**config.mk**
```make
export PLATFORM = sky130hd
export DESIGN_NAME = mlwf_ctrl
export DESIGN_NICKNAME = d
export VERILOG_FILES = /design/src/design/assert_macros.svh /design/src/design/mlwf_pkg.sv /design/src/design/mlwf_ctrl.sv
export SDC_FILE = /design/constraint.sdc
export NUM_CORES = 1
export LEC_CHECK = 0
export BUFFER_PORTS_ARGS = -buffer_cell sky130_fd_sc_hd__buf_4
export CORE_AREA = 2 2 39 41
export DETAILED_ROUTE_END_ITERATION = 7
export DIE_AREA = 0 0 41 43
export GPL_TIMING_DRIVEN = 0
export SETUP_SLACK_MARGIN = 0.1
export SYNTH_ARGS = -nofsm -noshare
export SYNTH_HDL_FRONTEND = slang
export SYNTH_SLANG_ARGS = --single-unit
```
**constraint.sdc**
```tcl
create_clock -name clk -period 1.17 [get_ports clk]
set_input_delay 0.1755 -clock clk [delete_from_list [all_inputs] [get_ports clk]]
set_output_delay 0.1755 -clock clk [all_outputs]
set_load 0.05 [all_outputs]
```
**src/design/assert_macros.svh**
```systemverilog
// Assertion helpers clocked on clk; MLWF_ASSERT is disabled while rst_n is low.
`ifndef ASSERT_MACROS_SVH
`define ASSERT_MACROS_SVH
`ifndef SYNTHESIS
`define MLWF_ASSERT(lbl, prop) \
  lbl: assert property (@(posedge clk) disable iff (!rst_n) prop) \
    else $error("mlwf check failed");
`define MLWF_ASSERT_ALWAYS(lbl, prop) \
  lbl: assert property (@(posedge clk) prop) else $error("mlwf check failed");
`else
`define MLWF_ASSERT(lbl, prop)
`define MLWF_ASSERT_ALWAYS(lbl, prop)
`endif
`endif

```
**src/design/mlwf_pkg.sv**
```systemverilog
package mlwf_pkg;
  localparam int MAX_WIDTH  = 1024;
  localparam int MAX_WINDOW = 7;
  localparam int MAX_HEIGHT = 4096;
  localparam int LINE_ROWS  = MAX_WINDOW - 1;
  localparam int ADDR_W     = $clog2(MAX_WIDTH);
  localparam int WORD_W     = 24 * LINE_ROWS;
  localparam int DIV_STEPS  = 14;
  localparam int CNT_W      = 4;

  // configuration register indexes
  localparam logic [2:0] CFG_IMAGE_WIDTH   = 3'd0;
  localparam logic [2:0] CFG_IMAGE_HEIGHT  = 3'd1;
  localparam logic [2:0] CFG_FILTER_MODE   = 3'd2;
  localparam logic [2:0] CFG_WINDOW_WIDTH  = 3'd3;
  localparam logic [2:0] CFG_WINDOW_HEIGHT = 3'd4;

  typedef logic [23:0] pix_t;

  typedef struct packed {
    logic accept;
    logic load;
    logic rot;
    logic div_init;
    logic div_step;
    logic lap;
    logic out_load;
  } mlwf_cmd_t;

  typedef struct packed {
    logic emit;
    logic lap_mode;
    logic rot_last;
    logic div_last;
  } mlwf_sts_t;
endpackage

```
**src/design/mlwf_ctrl.sv**
```systemverilog
module mlwf_ctrl (
  input  logic                clk,
  input  logic                rst_n,
  input  logic                in_acc,
  input  logic                out_full,
  input  mlwf_pkg::mlwf_sts_t sts,
  output mlwf_pkg::mlwf_cmd_t cmd,
  output logic                idle
);
  localparam logic [2:0] S_IDLE = 3'd0;
  localparam logic [2:0] S_LOAD = 3'd1;
  localparam logic [2:0] S_SUM  = 3'd2;
  localparam logic [2:0] S_DIVI = 3'd3;
  localparam logic [2:0] S_DIV  = 3'd4;
  localparam logic [2:0] S_LAP  = 3'd5;
  localparam logic [2:0] S_DONE = 3'd6;

  logic [2:0] state_r, state_nxt;

  // next state and commands
  always_comb begin
    state_nxt = state_r;
    cmd       = '0;
    case (state_r)
      S_IDLE: begin
        if (in_acc) begin
          cmd.accept = 1'b1;
          state_nxt  = S_LOAD;
        end
      end
      S_LOAD: begin
        cmd.load = 1'b1;
        if (!sts.emit) state_nxt = S_IDLE;
        else if (sts.lap_mode) state_nxt = S_LAP;
        else state_nxt = S_SUM;
      end
      S_SUM: begin
        cmd.rot = 1'b1;
        if (sts.rot_last) state_nxt = S_DIVI;
      end
      S_DIVI: begin
        cmd.div_init = 1'b1;
        state_nxt    = S_DIV;
      end
      S_DIV: begin
        cmd.div_step = 1'b1;
        if (sts.div_last) state_nxt = S_DONE;
      end
      S_LAP: begin
        cmd.lap   = 1'b1;
        state_nxt = S_DONE;
      end
      S_DONE: begin
        if (!out_full) begin
          cmd.out_load = 1'b1;
          state_nxt    = S_IDLE;
        end
      end
      default: state_nxt = S_IDLE;
    endcase
  end

  always_ff @(posedge clk) begin
    if (!rst_n) state_r <= S_IDLE;
    else state_r <= state_nxt;
  end

  assign idle = (state_r == S_IDLE);
endmodule

```
-- Word level (Yosys, flattened, before mapping)
Index checks and enable logic that the tools add are counted.
- equal/unequal tests: 10
- muxes and demuxes: 16
- reduce and logical (&&, ||, !) cells: 2
- operators with widths (kind ; count):
    3-bit case mux with 7 select lines ; 1
    3-bit 2-to-1 mux ; 6
    3-bit == test (second input constant) ; 3
    1-bit 2-to-1 mux ; 9
    2-bit != test (second input constant) ; 4
    3-bit by 2-bit == test with 1-bit output (second input constant) ; 2
    4-bit AND reduction ; 1
    3-bit by 1-bit == test with 1-bit output (second input constant) ; 1
    3-bit zero test ; 1
- bits in registers: 3
- input bits: 8
- output and inout bits: 8
- word-level logic and storage cells: 29

-- Logic depth before layout (Yosys ltp)
- depth in word-level cells: 3
- gate-level depth with buffers: 4
- gate-level depth less buffers: 3

-- Least setup slack after synthesis
No wires, ideal clock.
- kind: reg-to-output
- start: register state_r[2]
- end: output cmd[6] (netlist bit)
- data arrival time: 1.600 ns
- required time: 0.995 ns
- path slack: -0.605 ns
- stages on the path, launching flop included: 3
- path buffers: 1
- path through: dfxtp_1 > buf_4 > nor3b_1
- RTL lines (what ; RTL line ; text):
    from (decl) ; mlwf_ctrl.sv:18 ; logic [2:0] state_r, state_nxt;
    from (signal assigned) ; mlwf_ctrl.sv:65 ; else state_r <= state_nxt;
    to (decl) ; mlwf_ctrl.sv:7 ; output mlwf_pkg::mlwf_cmd_t cmd,

==> impl_metrics.csv <==
group,metric,value,unit
timing,setup_violations,8,
critical_path,startpoint_type,"flop",
synth,yosys.area.top_type_share,24.24,%
synth,netlist_area,247.7,µm²
grt,grt_usage,12.07,%
grt,met1_usage,13.59,%
drt,drt_wl_total,841,µm
grt,antenna_found_initial,0,
timing,whs,0.1622,ns
hold_path,hold_depth,2,
cts,clkTransAtPathRegs,0.04,ns
cts,cts.sinks,3,
grt,use_met2,17.81,%
cts,htreeDepth,1,
hold_path,hp-start,"rst_n",
timing,hold_violations,0,
timing,fin_skew,0.002215,ns
grt,grt-ovfl-total,0,
pwr,p_leak,0.2994,nW
floorplan,rows,14,
timing,fin_crit,1.374,ns
floorplan,design.die.area,1763,µm²
synth,yosysWarnings,0,
layout,largest_reg_flops,3,
drt,routedWlPerCell,10.78,µm
pwr,combPwrFrac,55.2,%
pwr,vdd_drop_max,0.0003593,V
pwr,switching_share,37.64,%
critical_path,critical_path_class,"reg -> out",
layout,antenna_cells,0,
critical_path,crit_required,0.99,ns
timing,drv_slew,0,
timing,worst_slack,-0.2037,ns
critical_path,slowest_stage,"dfxtp_2",
layout,top_regs,"state_r x3",
drt,viasPerCell,4.423,
grt,grt_use_met3,1.571,%
cts,root_buffer,"clkbuf_4",
hold_path,holdPathEnd,"state_r[1]",
critical_path,rrSetupSlack,0.11,ns
synth,syn_avg_cell_area,7.286,µm²
grt,grt_pass1_wl,1.345,mm
pwr,p_int,436.1,µW
layout,drive_gt1_share,80.65,%
synth,syn-num-nets,42,
critical_path,rr_startpoint,"state_r[1]",
drt,dr.pass1.iters,3,
placed_design,gp_congestion,0.7469,
critical_path,worstPathArrival,1.20,ns
critical_path,crit_top_cell,"buf_8",
cts,numCtsBuffers,3,
layout,multiInputGateArea,262.8,µm²
cts,cts_tree,"yes",
cts,cts_buffer_depth,2,
grt,grt_pass1_vias,330,
pwr,pwr-share-seq,17.2,%
critical_path,critPathTopFamily,"simple AND/OR/NAND/NOR gates",
pwr,p_total,699.3,µW
critical_path,worst_r2r_path_depth,4,
timing,rsz0062_at_grt,"yes",
timing,tns,-1.234,ns
drt,drt_iter0_markers,2,
cts,clk_latency,0.24,ns
layout,area_delta_synth_final,181.8,%
drt,drc,0,
grt,grt_max_degree,9,
floorplan,start_util,17.90,%
hold_path,min_path_type,"in -> reg",
critical_path,path_buf_inv,2,
critical_path,crit_path_cell_trace,"buf_8 > nand2b_4 > and2b_4 > buf_8",
drt,via_count,345,
grt,busiest_layer,"met2",
critical_path,path_max_fanout,5,
drt,ant_nets,0,
floorplan,io_pins,16,
synth,postSynthRegisterBits,3,
synth,synthTopCellsByArea,"dfxtp_1 (24%), nor2_1 (9.1%), nor2b_1 (7.6%), nor3_1 (6.1%), buf_4 (6.1%)",
synth,synth_top_area_cell,"dfxtp_1",
critical_path,critPathMaxStageDelay,0.32,ns
timing,fin_crit_sh,117.4,%
layout,largest-register,"state_r",
synth,syn_inst,34,
layout,num-fill-cells,143,
run_status,status,"finished, violations left",
synth,synth.distinct_cells,19,
critical_path,r2r_end,"state_r[1]",
placed_design,hpwl,518.5,µm
floorplan,die_h,43,µm
pwr,p_switching,263.3,µW
floorplan,die_w,41,µm
layout,ff_latch_area,66.31,µm²
placed_design,io_buffers,15,
critical_path,endpoint_kind,"primary output",
cts,cts_hold_buf,0,
synth,yosysSeqAreaShare,24.24,%
timing,tightestPinTransition,0.2185,ns
timing,fmax,728.0,MHz
job,drv_cap,0,
pwr,power.density,1002,nW/µm²
layout,nNetsFinal,71,
run_status,violations,"setup timing",
pwr,clockPowerShare,27.5,%
floorplan,core-area,1384,µm²
timing,max_slew_margin,85.43,%
per-layer routing:
layer | vias to the layer above | part of all wire (%)
met5 | - | 0
li1 | 173 | -
met4 | 0 | 1.7
met3 | 2 | 1.2
met1 | 161 | 39
met2 | 9 | 58
power by group through the flow:
stage          clock, mW  combinational, mW  sequential, mW
6_report           0.193              0.386           0.120
5_1_grt            0.212              0.407           0.122
4_1_cts            0.195              0.369           0.120
3_5_place_dp           0              0.277           0.121
3_3_place_gp           0              0.275           0.121
2_1_floorplan          0              0.211           0.120
cell usage after synthesis (all sizes together):
master	n
o21ai	1
nand2	3
nor2	6
nor3	3
and2b	1
nor2b	3
nor3b	1
dfxtp	3
buf	3
a21o	1
nor4b	1
nand2b	2
o21a	1
inv	1
a21boi	1
o22ai	1
a21oi	1
a311oi	1
worst max path at each step:
stage,slack [ns],to,cells past startpoint,start
after floorplan,0.04,cmd[6],2,state_r[1]
after global placement,-0.07,cmd[0],4,state_r[2]
after detailed placement,-0.04,cmd[0],4,state_r[2]
after CTS,-0.21,cmd[0],4,state_r[0]
after global routing,-0.26,cmd[0],4,state_r[0]
final,-0.20,cmd[0],4,state_r[0]
through the flow:
step | utilization (%) | cell area, µm² | cells | setup WS (ns)
floorplan | - | 344.1 | 34 | 0.03510
global placement | 34.45 | 476.7 | 65 | -0.07355
detailed placement | 34.45 | 476.7 | 65 | -0.03849
CTS | 48.37 | 669.4 | 78 | -0.2101
global route | 50.45 | 698.2 | 78 | -0.2573
finish | 50.45 | 698.2 | 78 | -0.2037
cell families after synthesis:
kind of cell	after synthesis	share of synthesized area, %
compound gates	7	19.19
buf+inv	4	12.12
flops	3	24.24
simple gates	20	44.44
cell type report:
class,count,area share [%]
Timing Repair Buffer,24,38.17
Multi-Input combinational cell,27,37.63
Sequential cell,3,9.498
Buffer,3,6.452
Clock buffer,4,3.763
Tap cell,16,2.867
Inverter,1,1.613
timing repair:
action / CTS / global route
endpoints found under the setup margin: 9 / 11
endpoints found under the hold margin: 0 / 0
pin swaps: 4 / 3
setup buffers: 9 / 0
resized for setup: 17 / 9
layout by cell type, fill, tap and decap left out, drive strengths merged:
cell,instances
buf,27
o22ai,1
a21boi,1
a21o,1
o21a,1
nand2b,2
nor3b,1
and2b,1
nor2b,3
nand2,3
nor3,3
a311oi,1
clkbuf,4
dfxtp,3
inv,1
nor4b,1
o21ai,1
nor2,6
a21oi,1
Power figures use the tool's default switching activity.
